**config.mk**
```make
export PLATFORM = sky130hd
export DESIGN_NAME = traffic_light_phase_controller_core
export DESIGN_NICKNAME = d
export VERILOG_FILES = /design/src/design/tlpc_pkg.sv /design/src/design/traffic_light_phase_controller_core.sv /design/src/design/tlpc_csr.sv /design/src/design/tlpc_step.sv
export SDC_FILE = /design/constraint.sdc
export NUM_CORES = 1
export LEC_CHECK = 0
export BUFFER_PORTS_ARGS = -buffer_cell sky130_fd_sc_hd__clkbuf_2
export CAP_MARGIN = 40
export CORE_MARGIN = 10
export CORE_UTILIZATION = 50
export CTS_CLUSTER_DIAMETER = 60
export CTS_CLUSTER_SIZE = 20
export DETAILED_ROUTE_END_ITERATION = 10
export HOLD_SLACK_MARGIN = 0.1
export PLACE_DENSITY = 0.7
export SLEW_MARGIN = 20
export SYNTH_ARGS = -nofsm -noshare
export SYNTH_HDL_FRONTEND = slang
export SYNTH_SLANG_ARGS = --single-unit
export TNS_END_PERCENT = 50
```
**constraint.sdc**
```tcl
create_clock -name clock -period 4.8 [get_ports clock]
set_input_delay 0.48 -clock clock [delete_from_list [all_inputs] [get_ports clock]]
set_output_delay 0.48 -clock clock [all_outputs]
set_load 0.02 [all_outputs]
```
**src/design/tlpc_pkg.sv**
```systemverilog
`timescale 1ns / 1ps
// ----------------------------------------------------------------------------
// tlpc_pkg: shared types, constants and tables of the traffic phase controller
// Phase numbering, light codes, dwell register indexes, reset values and the
// fixed next-phase table.
// ----------------------------------------------------------------------------
package tlpc_pkg;

   localparam int PHASE_W   = 3;
   localparam int NUM_PHASE = 8;
   localparam int COUNT_W   = 16;
   localparam int REQ_W     = 3;
   localparam int CSR_IDX_W = 3;
   localparam int CSR_DATA_W = 16;

   typedef logic [PHASE_W-1:0]    phase_type;
   typedef logic [COUNT_W-1:0]    count_type;
   typedef logic [REQ_W-1:0]      req_bits_type;
   typedef logic [CSR_IDX_W-1:0]  csr_index_type;
   typedef logic [CSR_DATA_W-1:0] csr_data_type;
   typedef logic [1:0]            road_light_type;

   // phases, table order
   localparam phase_type PH_GREEN1    = 3'd0;
   localparam phase_type PH_YELLOW1   = 3'd1;
   localparam phase_type PH_ALL_RED1  = 3'd2;
   localparam phase_type PH_GREEN2    = 3'd3;
   localparam phase_type PH_YELLOW2   = 3'd4;
   localparam phase_type PH_ALL_RED2  = 3'd5;
   localparam phase_type PH_WALK      = 3'd6;
   localparam phase_type PH_WALK_CLR  = 3'd7;

   // road light codes
   localparam road_light_type LIGHT_RED    = 2'd0;
   localparam road_light_type LIGHT_YELLOW = 2'd1;
   localparam road_light_type LIGHT_GREEN  = 2'd2;

   // dwell register indexes
   localparam csr_index_type CSR_GREEN      = 3'd0;
   localparam csr_index_type CSR_YELLOW     = 3'd1;
   localparam csr_index_type CSR_ALL_RED    = 3'd2;
   localparam csr_index_type CSR_WALK       = 3'd3;
   localparam csr_index_type CSR_WALK_CLEAR = 3'd4;

   // dwell reset values
   localparam count_type RST_GREEN      = 16'd3000;
   localparam count_type RST_YELLOW     = 16'd500;
   localparam count_type RST_ALL_RED    = 16'd200;
   localparam count_type RST_WALK       = 16'd3000;
   localparam count_type RST_WALK_CLEAR = 16'd500;

   typedef struct packed {
      count_type green;
      count_type yellow;
      count_type all_red;
      count_type walk;
      count_type walk_clear;
   } dwell_set_type;

   typedef struct packed {
      road_light_type road1_light;
      road_light_type road2_light;
      logic           walk_light;
      phase_type      phase;
      logic           phase_changed;
   } step_result_type;

   // next phase, row = current phase, column = request index
   // (car_road1 | car_road2 << 1 | pedestrian << 2)
   localparam phase_type NEXT_TAB [NUM_PHASE][NUM_PHASE] = '{
      '{3'd0, 3'd0, 3'd1, 3'd1, 3'd1, 3'd1, 3'd1, 3'd1},
      '{3'd2, 3'd2, 3'd2, 3'd2, 3'd2, 3'd2, 3'd2, 3'd2},
      '{3'd3, 3'd3, 3'd3, 3'd3, 3'd6, 3'd6, 3'd6, 3'd6},
      '{3'd3, 3'd4, 3'd3, 3'd4, 3'd4, 3'd4, 3'd4, 3'd4},
      '{3'd5, 3'd5, 3'd5, 3'd5, 3'd5, 3'd5, 3'd5, 3'd5},
      '{3'd0, 3'd0, 3'd0, 3'd0, 3'd6, 3'd6, 3'd6, 3'd0},
      '{3'd7, 3'd7, 3'd7, 3'd7, 3'd6, 3'd7, 3'd7, 3'd7},
      '{3'd0, 3'd0, 3'd3, 3'd0, 3'd0, 3'd0, 3'd3, 3'd3}
   };

endpackage

```
**src/design/traffic_light_phase_controller_core.sv**
```systemverilog
`timescale 1ns / 1ps
// ----------------------------------------------------------------------------
// traffic_light_phase_controller_core: two-road traffic phase controller
// Table-driven Moore controller with a pedestrian crossing; one request per
// tick, one response per request with the lights of the new phase.
// ----------------------------------------------------------------------------
//
//   Channel   Direction  Handshake           Payload
//   req_      in         req_valid/ready     car_road1, car_road2, pedestrian
//   rsp_      out        rsp_valid/ready     road1/road2/walk lights, phase,
//                                            phase_changed
//   csr_      in         csr_write_en        csr_index, csr_wdata (16 bits)
//
// A request is captured in the input register, stepped through the counter
// compare and table lookup, and its response lands in the output register
// when the step fires, and rsp_valid rises in the cycle after it fires; one
// request per cycle is sustained while rsp_ready stays high.
// The output register decouples the sides; req_ready drops only while both
// registers are full and rsp_ready is low.
// Synchronous reset clears both valid bits, the phase (road 1 green), the
// tick count and loads the dwell reset values.
// ----------------------------------------------------------------------------
module traffic_light_phase_controller_core (
   input  logic                    clock,
   input  logic                    reset,
   // request channel
   input  logic                    req_valid,
   output logic                    req_ready,
   input  logic                    req_car_road1,
   input  logic                    req_car_road2,
   input  logic                    req_pedestrian,
   // response channel
   output logic                    rsp_valid,
   input  logic                    rsp_ready,
   output tlpc_pkg::road_light_type rsp_road1_light,
   output tlpc_pkg::road_light_type rsp_road2_light,
   output logic                    rsp_walk_light,
   output tlpc_pkg::phase_type     rsp_phase,
   output logic                    rsp_phase_changed,
   // dwell registers
   input  logic                    csr_write_en,
   input  tlpc_pkg::csr_index_type csr_index,
   input  tlpc_pkg::csr_data_type  csr_wdata
);
   import tlpc_pkg::*;

   logic            in_valid_ff;
   logic            in_valid_in;
   req_bits_type    req_bits_ff;
   logic            out_valid_ff;
   logic            out_valid_in;
   step_result_type out_ff;
   step_result_type step_result;
   dwell_set_type   dwell;
   logic            req_take;
   logic            step_fire;

   // advance the held request when the output register is free or draining
   assign step_fire = in_valid_ff && (!out_valid_ff || rsp_ready);
   assign req_ready = !in_valid_ff || step_fire;
   assign req_take  = req_valid && req_ready;

   always_comb begin
      in_valid_in = in_valid_ff;
      if (req_take) begin
         in_valid_in = 1'b1;
      end else if (step_fire) begin
         in_valid_in = 1'b0;
      end
   end

   always_comb begin
      out_valid_in = out_valid_ff;
      if (step_fire) begin
         out_valid_in = 1'b1;
      end else if (rsp_ready) begin
         out_valid_in = 1'b0;
      end
   end

   always_ff @(posedge clock) begin
      if (reset) begin
         in_valid_ff  <= 1'b0;
         out_valid_ff <= 1'b0;
      end else begin
         in_valid_ff  <= in_valid_in;
         out_valid_ff <= out_valid_in;
      end
   end

   // payload registers: hold until the next transfer
   always_ff @(posedge clock) begin
      if (req_take) begin
         req_bits_ff <= {req_pedestrian, req_car_road2, req_car_road1};
      end
      if (step_fire) begin
         out_ff <= step_result;
      end
   end

   tlpc_csr u_csr (
      .clock        (clock),
      .reset        (reset),
      .csr_write_en (csr_write_en),
      .csr_index    (csr_index),
      .csr_wdata    (csr_wdata),
      .dwell        (dwell)
   );

   tlpc_step u_step (
      .clock    (clock),
      .reset    (reset),
      .fire     (step_fire),
      .req_bits (req_bits_ff),
      .dwell    (dwell),
      .result   (step_result)
   );

   assign rsp_valid         = out_valid_ff;
   assign rsp_road1_light   = out_ff.road1_light;
   assign rsp_road2_light   = out_ff.road2_light;
   assign rsp_walk_light    = out_ff.walk_light;
   assign rsp_phase         = out_ff.phase;
   assign rsp_phase_changed = out_ff.phase_changed;

endmodule

```
**src/design/tlpc_csr.sv**
```systemverilog
`timescale 1ns / 1ps
// ----------------------------------------------------------------------------
// tlpc_csr: dwell register file
// Five 16-bit dwell registers, written through a plain write port.
// ----------------------------------------------------------------------------
module tlpc_csr (
   input  logic                   clock,
   input  logic                   reset,
   input  logic                   csr_write_en,
   input  tlpc_pkg::csr_index_type csr_index,
   input  tlpc_pkg::csr_data_type  csr_wdata,
   output tlpc_pkg::dwell_set_type dwell
);
   import tlpc_pkg::*;

   dwell_set_type dwell_ff;
   dwell_set_type dwell_in;

   always_comb begin
      dwell_in = dwell_ff;
      if (csr_write_en) begin
         unique case (csr_index)
            CSR_GREEN:      dwell_in.green      = csr_wdata;
            CSR_YELLOW:     dwell_in.yellow     = csr_wdata;
            CSR_ALL_RED:    dwell_in.all_red    = csr_wdata;
            CSR_WALK:       dwell_in.walk       = csr_wdata;
            CSR_WALK_CLEAR: dwell_in.walk_clear = csr_wdata;
            default:        dwell_in            = dwell_ff;   // drop unknown index
         endcase
      end
   end

   always_ff @(posedge clock) begin
      if (reset) begin
         dwell_ff.green      <= RST_GREEN;
         dwell_ff.yellow     <= RST_YELLOW;
         dwell_ff.all_red    <= RST_ALL_RED;
         dwell_ff.walk       <= RST_WALK;
         dwell_ff.walk_clear <= RST_WALK_CLEAR;
      end else begin
         dwell_ff <= dwell_in;
      end
   end

   assign dwell = dwell_ff;

endmodule

```
**src/design/tlpc_step.sv**
```systemverilog
`timescale 1ns / 1ps
// ----------------------------------------------------------------------------
// tlpc_step: phase and dwell counter
// Holds the current phase and tick count, computes the step result for the
// registered request and commits the new state when the step fires.
// ----------------------------------------------------------------------------
module tlpc_step (
   input  logic                      clock,
   input  logic                      reset,
   input  logic                      fire,
   input  tlpc_pkg::req_bits_type    req_bits,
   input  tlpc_pkg::dwell_set_type   dwell,
   output tlpc_pkg::step_result_type result
);
   import tlpc_pkg::*;

   phase_type         phase_ff;
   phase_type         phase_in;
   count_type         count_ff;
   count_type         count_in;
   count_type         dwell_cur;
   logic [COUNT_W:0]  count_inc;
   logic              expire;

   // pick the dwell register serving the current phase
   always_comb begin
      unique case (phase_ff)
         PH_GREEN1, PH_GREEN2:     dwell_cur = dwell.green;
         PH_YELLOW1, PH_YELLOW2:   dwell_cur = dwell.yellow;
         PH_ALL_RED1, PH_ALL_RED2: dwell_cur = dwell.all_red;
         PH_WALK:                  dwell_cur = dwell.walk;
         PH_WALK_CLR:              dwell_cur = dwell.walk_clear;
         default:                  dwell_cur = dwell.green;
      endcase
   end

   // a zero dwell acts as one since the incremented count is at least one
   assign count_inc = {1'b0, count_ff} + {{COUNT_W{1'b0}}, 1'b1};
   assign expire    = count_inc >= {1'b0, dwell_cur};

   always_comb begin
      if (expire) begin
         phase_in = NEXT_TAB[phase_ff][req_bits];
         count_in = '0;
      end else begin
         phase_in = phase_ff;
         count_in = count_inc[COUNT_W-1:0];
      end
   end

   always_ff @(posedge clock) begin
      if (reset) begin
         phase_ff <= PH_GREEN1;
         count_ff <= '0;
      end else if (fire) begin
         phase_ff <= phase_in;
         count_ff <= count_in;
      end
   end

   // lights of the phase in force after the step
   always_comb begin
      result.phase         = phase_in;
      result.phase_changed = expire;
      result.road1_light   = LIGHT_RED;
      result.road2_light   = LIGHT_RED;
      result.walk_light    = 1'b0;
      unique case (phase_in)
         PH_GREEN1:  result.road1_light = LIGHT_GREEN;
         PH_YELLOW1: result.road1_light = LIGHT_YELLOW;
         PH_GREEN2:  result.road2_light = LIGHT_GREEN;
         PH_YELLOW2: result.road2_light = LIGHT_YELLOW;
         PH_WALK:    result.walk_light  = 1'b1;
         default:    result.walk_light  = 1'b0;
      endcase
   end

endmodule

```
* After elaboration in Yosys (flattened, before gate mapping)
Memories as Yosys holds them, arrays and structs flattened.
Cells that the tools add are included.
** Cells by class
- Equal/unequal tests :: 15
- Multiplexer cells :: 15
- Reduce and logical (&&, ||, !) cells :: 19
- Bitwise operators :: 2
- Magnitude comparators :: 3
- $add $sub $neg :: 1
** Operators by type and width (number)
- $pmux 16 s5 :: 1
- $mux 24 :: 2
- $eq 3x3->1 const B :: 7
- $add 16x1->17 const B :: 1
- $ge 17x16->1 :: 1
- $mux 16 :: 1
- $eq 3x2->1 const B :: 5
- $reduce_and 2->1 :: 5
- $bmux 3 s3 :: 1
- $eq 3x1->1 const B :: 3
- $logic_not 3->1 :: 3
- $mux 3 :: 3
- $ge 4x4->1 const B :: 2
- $not 3->4 :: 2
- $pmux 2 s2 :: 2
- $reduce_or 2->1 :: 3
- $mux 1 :: 5
- $reduce_bool 2->1 :: 2
- $logic_and 1x1->1 :: 2
- $logic_not 1->1 :: 2
- $logic_or 1x1->1 :: 2
** Word-level totals
- Input bits :: 27
- Logic and storage cells :: 71
- Register bits :: 113
- Bits in read-only memories :: 192
- Memories kept :: 1
- Output and inout bits :: 11
** Memories
- (no name shown) :: depth 8, bits a word 24, rd ports 1, clocked after memory_dff 0, write ports 0, RTL line tlpc_step.sv:43 : phase_in = NEXT_TAB[phase_ff][req_bits];

* Longest topological paths before layout
Gate-level depths: netlist of the first run.
- Depth after elaboration :: 10
- Mapped depth :: 18
- Depth with buffers taken out :: 15

* Hierarchy
Synthesis of the first run repeated with hierarchy kept, for this count alone.
** Second synthesis, totals
- Cells, all modules :: 657
- Area total of the unflattened synthesis :: 6125.9 µm²
** Modules (own cells, without submodules)
- tlpc_csr :: seq. area each 1601.5 µm², cells an instance 292, area each 3165.5 µm², times used 1
- tlpc_step :: seq. area each 380.4 µm², cells an instance 343, area each 2496.1 µm², times used 1
- traffic_light_phase_controller_core :: seq. area each 400.4 µm², cells an instance 22, area each 464.2 µm², times used 1

* Worst setup path after synthesis of the first run
OpenSTA, ideal clock, no wires.
- Kind :: reg-to-reg
- Start :: reg u_step.phase_ff[0]
- End :: reg u_step.count_ff[9]
- Data arrival time :: 3840 ps
- Library setup time :: 74 ps
- Slack :: 886 ps
- Buffers on the path :: 3
- Stages on the path, launching flop included :: 18
- Clock period less this slack :: 3914 ps
- Data required time :: 4726 ps
- Cells stage by stage :: dfxtp_1 clkbuf_1 inv_1 ha_1 and2_1 clkbuf_1 clkbuf_1 a222oi_1 nand3_1 o21ai_0 ha_1 a21oi_1 o21ai_0 a221o_1 nor3_4 inv_2 or4_1 a31oi_1
** On the way
- Word-level cells in the longest chain between the ends :: 5
- Elaborated cells on any way between the ends :: 14
- Classes of those cells :: order compare: 1; eq/ne: 7; mux: 2; reduce/logical: 4
** Ends and longest elaborated chain
- from (decl) :: RTL line tlpc_step.sv:17 : phase_type phase_ff;
- from (signal assigned) :: RTL line tlpc_step.sv:56 : phase_ff <= phase_in;
- $eq 3x2->1 (tied with other cells) :: RTL line tlpc_step.sv:27 : unique case (phase_ff)
- $reduce_or 2->1 :: RTL line tlpc_step.sv:27
- $pmux 16 s5 * :: RTL line tlpc_step.sv:27
- $ge 17x16->1 * :: RTL line tlpc_step.sv:39 : assign expire = count_inc >= {1'b0, dwell_cur};
- $mux 16 * :: RTL line tlpc_step.sv:42 : if (expire) begin
- to (signal assigned) :: RTL line tlpc_step.sv:57 : count_ff <= count_in;
- to (decl) :: RTL line tlpc_step.sv:19 : count_type count_ff;
Mark *: on every way between the ends. The rest lies on a longest branch, timed or not.
A chain may end at the register's enable or synchronous reset.

* Worst setup path after layout of the first run
- Start :: reg u_step.phase_ff[1]
- End :: reg u_step.count_ff[15]
Same word-level chain as after synthesis.

==> metrics.cfg, run 1 <==
[drt]
vias_per_cell=5.904
dr.first_iter.drc_count=495
first_pass_iters=6
vias=5178
wl_per_cell_um=16.41
totalWireLength_um=14390
drtAntennaViolNets=0
drcViolationCount=0

[setup_path]
r2r_end=u_step.count_ff[15]
cp.depth=14
cp-startpoint=u_step.phase_ff[1]
r2r_cells=14
endpoint_kind=flip-flop
required_ns=5.24
worstPathArrival_ns=4.76
worstPathMaxFanout=30
crit_path_top_delay_cell=or4_1
r2r_setup_slack_ns=0.48
crit_end=u_step.count_ff[15]
critical_path_class=reg2reg
critPathMaxStageDelay_ns=0.53
cp_top_family=simple AND/OR/NAND/NOR gates
crit_buf_inv=2
crit_path_cell_trace=inv_1, ha_1, mux2_2, nor2_1, nand2_2, o21ai_0, ha_1, a21oi_1, o21ai_0, a221o_1, nor3_4, inv_2, or4_1, a31oi_1
regToRegStartpoint=u_step.phase_ff[1]
startpoint_type=flip-flop

[global_route]
grt_first_pass_wirelength_um=24120
grt_pass1_vias=4871
grt_util_all_layers_pct=18.39
antenna_found_initial=0
grt_max_degree=47
grt_overflow=0

[sta]
fin_tns_setup_ns=0
timing_hold_violations_final=0
fin_crit_sh_pct=89.95
maxSlewViolCount=0
fmax_ghz=0.2316
period_needed_ns=4.317
tightest_slew_ns=0.7954
setup_viol=0
slew_headroom_pct=46.97
rsz0062_at_grt=false
worst_clock_skew_ns=0.009402

[synth]
ys_seq_area_share_pct=43.26
synth_area_leaders=dfxtp_1 37%, nand2_1 14%, a21oi_1 7.0%, edfxtp_1 6.5%, nand3_1 5.9%
synth-seq-cells=113
netlist_instances=710
ys_types=50
yosysWarningCount=0
synth_edf_count=12
synth_flop_cell=dfxtp_1
syn-cell-area_um2=5507
syn_area_per_cell_um2=7.756
synth_top_cell_by_area=dfxtp_1
async_reset_ff_share_pct=0
synthDominantCellAreaShare_pct=36.72
synth_nets=759

[finish]
drive_gt1_share_pct=12.21
stdcell_count=877
fillers=963
fin_util_pct=58.59
area_delta_synth_final_pct=14.84
antenna_cells=0
seqCellArea_um2=2384
nNetsFinal=773
multi_input_area_um2=2895

[floorplanning]
dieArea_um2=15610
die-height_um=124.9
fp.dieW_um=124.9
io_pins=38
design.core.area_um2=10790
row_count=38
start_util_pct=51.02

[pwr]
power_density_nw_per_um2=369.0
max-vdd-ir-drop_uv=332.7
p_leak_nw=2.439

[cts]
clk_latency_ns=0.52
cts_sinks=113
cts_made_buffers=17
cts_setup_buffers=0
cts-root-buf=clkbuf_8
cts_tree=built
cts_buffer_depth=2
clkTransAtPathRegs_ns=0.06
htree_levels=4

[placement]
portBuffers=37
hpwl_um=9779
gp_congestion=0.8882
dp_cells=845

[hold_path]
hold_path_depth=1
worstHoldPathType=in2reg

[run_status]
outcome=completed

[run]
cap_viol_max_count=0

Yosys cell counts (4+ instances only):
| cell type | count |
|---|---|
| nand2_1 | 211 |
| inv_1 | 7 |
| o21ai_0 | 25 |
| xnor2_1 | 10 |
| xor2_1 | 4 |
| nand3_1 | 65 |
| and2_1 | 5 |
| dfxtp_1 | 101 |
| nand4_1 | 8 |
| a222oi_1 | 16 |
| clkbuf_1 | 44 |
| edfxtp_1 | 12 |
| o31ai_1 | 4 |
| nor2b_1 | 8 |
| nor3_1 | 4 |
| or4_1 | 5 |
| ha_1 | 22 |
| a31oi_1 | 9 |
| and3_1 | 6 |
| nor2_1 | 21 |
| buf_2 | 5 |
| a21oi_1 | 77 |
area by class of cell:
cell class	instances	share of cell area, %
clock inverters	14	2.394
clock buffers	18	6.767
well taps	140	2.770
inverters	9	0.5342
repair buffers	46	4.056
multi-input cells	537	45.79
flip-flops and latches	113	37.69
where the power goes:
group | switching [W] | total, W | internal [W]
registers | 0.0000158 | 0.000994 | 0.000978
clock network | 0.000464 | 0.00122 | 0.000758
logic | 0.0000795 | 0.000118 | 0.0000380
layout by cell type (no fill, tap or decap), types with 3 or more instances in the layout:
master / Yosys / layout
nand2_1: 211 / 210
dfxtp_1: 101 / 100
a21oi_1: 77 / 77
nand3_1: 65 / 65
clkbuf_2: 0 / 37
o21ai_0: 25 / 25
ha_1: 22 / 22
nor2_1: 21 / 21
a222oi_1: 16 / 16
clkbuf_16: 0 / 16
edfxtp_1: 12 / 12
xnor2_1: 10 / 10
a31oi_1: 9 / 9
nand4_1: 8 / 8
nor2b_1: 8 / 8
buf_4: 0 / 8
inv_1: 7 / 7
and3_1: 6 / 6
or4_1: 5 / 5
and2_1: 5 / 5
o31ai_1: 4 / 4
xor2_1: 4 / 4
nor3_1: 4 / 4
inv_6: 0 / 4
a21o_1: 3 / 3
a211oi_1: 3 / 3
and4_1: 3 / 3
nor4_1: 3 / 3
clkinv_4: 0 / 3
layer usage:
layer  vias to the layer above  wire length, µm  global-route usage (%)
met1                      2447             6517                   23.68
met3                        18              873                   4.267
met4                         0              202                   5.759
li1                       2513                -                       -
met5                         -                0                       0
met2                       200             6801                   29.90
repair_timing:
action	4_1_cts	5_1_grt
hold buffers	0	0
gates resized for setup	0	2
setup endpoints to repair	0	22
per-stage QoR:
stage / hold WS [ns] / setup slack [ns] / total power, W / area (µm²)
detailed placement: 0.4463 / 0.1763 / 0.001130 / 5741
global placement: 0.4411 / 0.4657 / 0.001123 / 5714
floorplan: 0.4332 / 0.8861 / 0.001082 / 5507
global route: 0.1219 / 0.1214 / 0.002401 / 6324
CTS: 0.1163 / 0.1178 / 0.002348 / 6320
finish: 0.1340 / 0.4826 / 0.002334 / 6324
registers in the layout, summed over array words and instances, names as in the netlist:
register           count
rsp_walk_light         1
u_csr.dwell           80
req_bits_ff            3
rsp_road2_light        2
in_valid_ff            1
u_step.phase_ff        3
rsp_phase              3
rsp_valid              1
u_step.count_ff       16
rsp_phase_changed      1
rsp_road1_light        2
cell families (layout without fill, tap and decap cells):
family                   count (synthesis)  count (layout)  share of synthesized area (%)
adder cells (fa/ha/maj)                 22              22                          4.999
multiplexers                             3               3                         0.5908
buffers and inverters                   60              87                          4.204
flip-flops                             113             113                          43.26
XOR/XNOR                                14              14                          2.227
AND/OR/NAND/NOR                        350             350                          28.36
AO/OA/AOI/OAI                          148             148                          16.36
worst reg2reg max path, stage by stage, from the launching register on:
cell,delay (ns)
dfxtp_1,0.49
inv_1,0.22
ha_1,0.30
mux2_2,0.43
nor2_1,0.18
nand2_2,0.29
o21ai_0,0.36
ha_1,0.31
a21oi_1,0.14
o21ai_0,0.08
a221o_1,0.40
nor3_4,0.19
inv_2,0.14
or4_1,0.53
a31oi_1,0.17
worst min path at each step:
stage	start	to	slack (ns)
2_1_floorplan	u_csr.dwell[65]	u_csr.dwell[65]	0.43
3_3_place_gp	u_csr.dwell[42]	u_csr.dwell[42]	0.44
3_5_place_dp	u_csr.dwell[43]	u_csr.dwell[43]	0.45
4_1_cts	req_pedestrian	req_bits_ff[2]	0.12
5_1_grt	req_car_road2	req_bits_ff[1]	0.12
6_report	req_pedestrian	req_bits_ff[2]	0.13
Note: power is estimated with default switching activity, not from simulation.
==> inputs of run 2 (changes only) <==
--- a/config.mk
+++ b/config.mk
@@ -5,7 +5,7 @@
 export SDC_FILE = /design/constraint.sdc
 export NUM_CORES = 1
 export LEC_CHECK = 0
-export BUFFER_PORTS_ARGS = -buffer_cell sky130_fd_sc_hd__clkbuf_2
+export BUFFER_PORTS_ARGS = -buffer_cell sky130_fd_sc_hd__buf_2
 export CAP_MARGIN = 40
 export CORE_MARGIN = 10
 export CORE_UTILIZATION = 50
==> run 2 against run 1 <==
Maximum frequency is 0.37% lower; setup slack worse by 0.016 ns; clock power hardly changed; wire length is 0.71% higher; final cell count stayed put; critical endpoint is now u_step.count_ff[3]; count of clock-buffer cells in the layout is 6 higher; die area stayed put; sequential power hardly changed; sequential share of layout area is 0.067 points lower; utilization is 0.10 points higher.
==> metrics.cfg, run 2 (synthesis gave the netlist of run 1 again) <==
[placement]
hpwl_um=9818
gp_congestion=0.9288
portBuffers=37

[sta]
period_needed_ns=4.333
rsz0062_at_grt=false
timing_hold_violations_final=0
tightest_slew_ns=0.7911
fin_crit_sh_pct=90.28
worst_clock_skew_ns=0.01485
slew_headroom_pct=47.26
setup_viol=0
fmax_ghz=0.2308
maxSlewViolCount=0
fin_tns_setup_ns=0

[hold_path]
worstHoldPathType=in2reg

[finish]
fillers=976
final_common_cell=nand2_1
final_cell_mix=210 x nand2_1, 100 x dfxtp_1, 77 x a21oi_1
drive_gt1_share_pct=12.08
largest_register_ffs=80
nNetsFinal=774
antenna_cells=0
area_delta_synth_final_pct=15.04

[run_status]
outcome=completed

[cts]
cts_buffer_depth=2
cts_sinks=113
cts_tree=built
htree_levels=4
cts-root-buf=clkbuf_8
cts_made_buffers=17
clkTransAtPathRegs_ns=0.06
cts_setup_buffers=0
clk_latency_ns=0.53

[drt]
drcViolationCount=0
wl_per_cell_um=16.53
dr.first_iter.drc_count=546
vias_per_cell=5.928
vias=5199
totalWireLength_um=14500
drtAntennaViolNets=0
first_pass_iters=5

[floorplanning]
fp.dieW_um=124.9
row_count=38
die-height_um=124.9
design.core.area_um2=10790
start_util_pct=51.02
dieArea_um2=15610
io_pins=38

[setup_path]
crit_buf_inv=2
critical_path_class=reg2reg
required_ns=5.25
worstPathArrival_ns=4.79
crit_path_top_delay_cell=or4_1
startpoint_type=flip-flop
critPathMaxStageDelay_ns=0.54
endpoint_kind=flip-flop
cp_top_family=simple AND/OR/NAND/NOR gates
crit_path_cell_trace=inv_1, ha_1, mux2_2, nor2_1, nand2_2, o21ai_0, ha_1, a21oi_1, o21ai_0, a221o_1, nor3_4, inv_2, or4_1, a31oi_1
worstPathMaxFanout=30

[global_route]
antenna_found_initial=0
grt_max_degree=48
grt_pass1_vias=4942
grt_overflow=0
grt_first_pass_wirelength_um=24220
grt_util_all_layers_pct=18.51

[pwr]
power_density_nw_per_um2=367.4
p_total_w=0.002327
p_leak_nw=2.438
max-vdd-ir-drop_uv=326.5

[run]
cap_viol_max_count=0

## run 2: repair_timing
| item | 4_1_cts | 5_1_grt |
|---|---|---|
| endpoints found under the hold margin | 0 | 0 |
| hold buffers | 0 | 0 |
| setup endpoints to repair | 0 | 18 |
| gates resized for setup | 0 | 2 |
## run 2: path summary, 6_finish.rpt
path                            slack [ns]          startpoint  depth (start not counted)                 end
worst max-delay path                  0.47  u_step.phase_ff[1]                         14  u_step.count_ff[3]
worst min-delay path                  0.13      req_pedestrian                          1      req_bits_ff[2]
worst max register to register        0.47  u_step.phase_ff[1]                         14  u_step.count_ff[3]
worst min register to register        0.45     u_csr.dwell[79]                          2     u_csr.dwell[79]
## run 2: power breakdown
part,switching (W),internal (W)
combinational,0.0000798,0.0000385
sequential,0.0000159,0.000979
clock,0.000432,0.000783
total,0.000528,0.00180
## run 2: layout make-up
cell class	instances	area [µm²]	area share (%)
timing repair buffer	47	264.0	4.167
tap	140	175.2	2.765
inverter	9	33.78	0.5333
clock inverter	7	71.32	1.126
multi-input combinational	537	2895	45.70
sequential	113	2384	37.63
clock buffer	24	511.7	8.078
## run 2: through the flow
step	util [%]	cells	instance area (µm²)	setup WS [ns]	hold slack, ns
finish	58.69	877	6335	0.4666	0.1273
global route	58.69	877	6335	0.1081	0.1031
CTS	58.66	877	6331	0.1830	0.1033
detailed placement	53.26	846	5748	0.2509	0.4449
global placement	53.01	843	5722	0.4587	0.4413
floorplan	-	710	5507	0.8861	0.4332
## run 2: layer usage
| layer | GRT usage [%] | share of wire, % | vias up |
|---|---|---|---|
| met4 | 7.114 | 1.3 | 0 |
| li1 | - | - | 2510 |
| met5 | 0 | 0 | - |
| met3 | 5.746 | 6.9 | 27 |
| met1 | 23.19 | 45 | 2437 |
| met2 | 29.25 | 47 | 225 |
==> inputs of run 3 (changes only) <==
--- a/config.mk
+++ b/config.mk
@@ -5,15 +5,15 @@
 export SDC_FILE = /design/constraint.sdc
 export NUM_CORES = 1
 export LEC_CHECK = 0
-export BUFFER_PORTS_ARGS = -buffer_cell sky130_fd_sc_hd__buf_2
 export CAP_MARGIN = 40
 export CORE_MARGIN = 10
 export CORE_UTILIZATION = 50
 export CTS_CLUSTER_DIAMETER = 60
 export CTS_CLUSTER_SIZE = 20
 export DETAILED_ROUTE_END_ITERATION = 10
+export DONT_BUFFER_PORTS = 1
 export HOLD_SLACK_MARGIN = 0.1
-export PLACE_DENSITY = 0.7
+export PLACE_DENSITY = 0.63
 export SLEW_MARGIN = 20
 export SYNTH_ARGS = -nofsm -noshare
 export SYNTH_HDL_FRONTEND = slang
==> run 3 against run 2 <==
Sequential power is 0.4% higher; cell area is 1.7% higher; clock power is 9% higher; flip-flop and latch count stayed put; global-route usage is 0.20 points higher; final cell count is 1.6% lower; setup slack worse by 0.020 ns; hold slack better by 0.0031 ns; combinational power hardly changed; first-iteration DRC count is 18% lower; via count is 3.0% lower; wire length is 0.58% higher; critical path type unchanged; largest cell class unchanged; largest power group unchanged; highest routed layer unchanged.
==> metrics.cfg, run 3 (synthesis gave the netlist of run 1 again) <==
[floorplanning]
start_util_pct=51.02
row_count=38
fp.dieW_um=124.9
io_pins=38
dieArea_um2=15610
die-height_um=124.9
design.core.area_um2=10790

[setup_path]
startpoint_type=flip-flop
required_ns=5.20
endpoint_kind=flip-flop
worstPathArrival_ns=4.75
r2r_setup_slack_ns=0.45
critical_path_class=reg2reg
worstPathMaxFanout=23

[drt]
vias=5044
vias_per_cell=5.845
first_pass_iters=6
wl_per_cell_um=16.89
dr.first_iter.drc_count=447
totalWireLength_um=14580
drtAntennaViolNets=0
drcViolationCount=0

[cts]
cts_setup_buffers=0
clk_latency_ns=0.53
htree_levels=4
cts_buffer_depth=2
cts-root-buf=clkbuf_8
cts_sinks=113
clkTransAtPathRegs_ns=0.06
cts_tree=built
cts_made_buffers=17

[sta]
fmax_ghz=0.2297
maxSlewViolCount=0
setup_viol=0
period_needed_ns=4.354
fin_tns_setup_ns=0
timing_hold_violations_final=0
slew_headroom_pct=46.92
worst_clock_skew_ns=0.005656
fin_crit_sh_pct=90.70
rsz0062_at_grt=false
tightest_slew_ns=0.7939

[global_route]
antenna_found_initial=0
grt_first_pass_wirelength_um=24280
grt_overflow=0
grt_pass1_vias=4680
grt_util_all_layers_pct=18.71
grt_max_degree=72

[finish]
area_delta_synth_final_pct=17.02
final_common_cell=nand2_1
largest_register_ffs=80
multi_input_area_um2=2898
final_cell_mix=210 x nand2_1, 101 x dfxtp_1, 77 x a21oi_1
fillers=940
seqCellArea_um2=2382
antenna_cells=0
nNetsFinal=759
drive_gt1_share_pct=7.746

[placement]
portBuffers=0
hpwl_um=9590
gp_congestion=0.9015

[pwr]
p_leak_nw=2.419
p_total_w=0.002431
max-vdd-ir-drop_uv=329.1
power_density_nw_per_um2=377.2

[run_status]
outcome=completed

[hold_path]
worstHoldPathType=in2reg

[run]
cap_viol_max_count=0

-- run 3: repair_timing --
item | in CTS | in global routing
hold endpoints to repair | 103 | 0
gates resized for setup | 0 | 1
hold buffers | 21 | 0
setup endpoints to repair | 0 | 11
-- run 3: worst max-delay path, cell delays in order, from the launching register on --
cell	delay (ns)
dfxtp_1	0.61
inv_1	0.19
ha_1	0.29
and2_1	0.43
a222oi_1	0.61
nand3_1	0.12
o21ai_0	0.10
ha_1	0.19
nand4_1	0.12
or4_1	0.51
a21oi_1	0.27
nor3_4	0.08
buf_4	0.22
nor3_1	0.30
a22o_1	0.17
-- run 3: power by group --
group          switching, W  leakage (nW)  total [W]  internal (W)
Clock              0.000452         0.310    0.00132      0.000865
Sequential        0.0000193         0.932   0.000998      0.000978
Combinational     0.0000728          1.18   0.000115     0.0000426
Total              0.000544          2.42    0.00243       0.00189
-- run 3: routing by layer --
layer	track usage, %	up-vias	part of all wire, %
met1	24.32	2366	45
met2	28.50	170	46
met3	5.619	21	7.1
li1	-	2487	-
met4	7.385	0	1.9
met5	0	-	0
-- run 3: final timing paths --
path,endpoint,startpoint,cells past startpoint
max,rsp_road1_light[0],u_step.phase_ff[0],14
min,u_csr.dwell[42],csr_index[0],3
max reg2reg,rsp_road1_light[0],u_step.phase_ff[0],14
min reg2reg,u_csr.dwell[58],u_csr.dwell[58],2
-- run 3: layout make-up --
cell class / instances / area share [%]
Clock buffer: 21 / 7.456
Clock inverter: 11 / 2.311
Inverter: 9 / 0.5243
Multi-Input combinational cell: 537 / 44.97
Sequential cell: 113 / 36.97
Tap cell: 140 / 2.718
Timing Repair Buffer: 32 / 5.049
-- run 3: stage by stage --
stage | hold slack (ns) | area [µm²] | std cells | worst slack, ns | util (%)
CTS | 0.1448 | 6430 | 862 | 0.3320 | 59.58
detailed placement | 0.4401 | 5573 | 809 | 0.3853 | 51.63
global placement | 0.4343 | 5537 | 806 | 0.5610 | 51.30
global route | 0.1297 | 6444 | 863 | 0.09624 | 59.70
finish | 0.1304 | 6444 | 863 | 0.4463 | 59.70
floorplan | 0.4332 | 5507 | 710 | 0.8861 | -
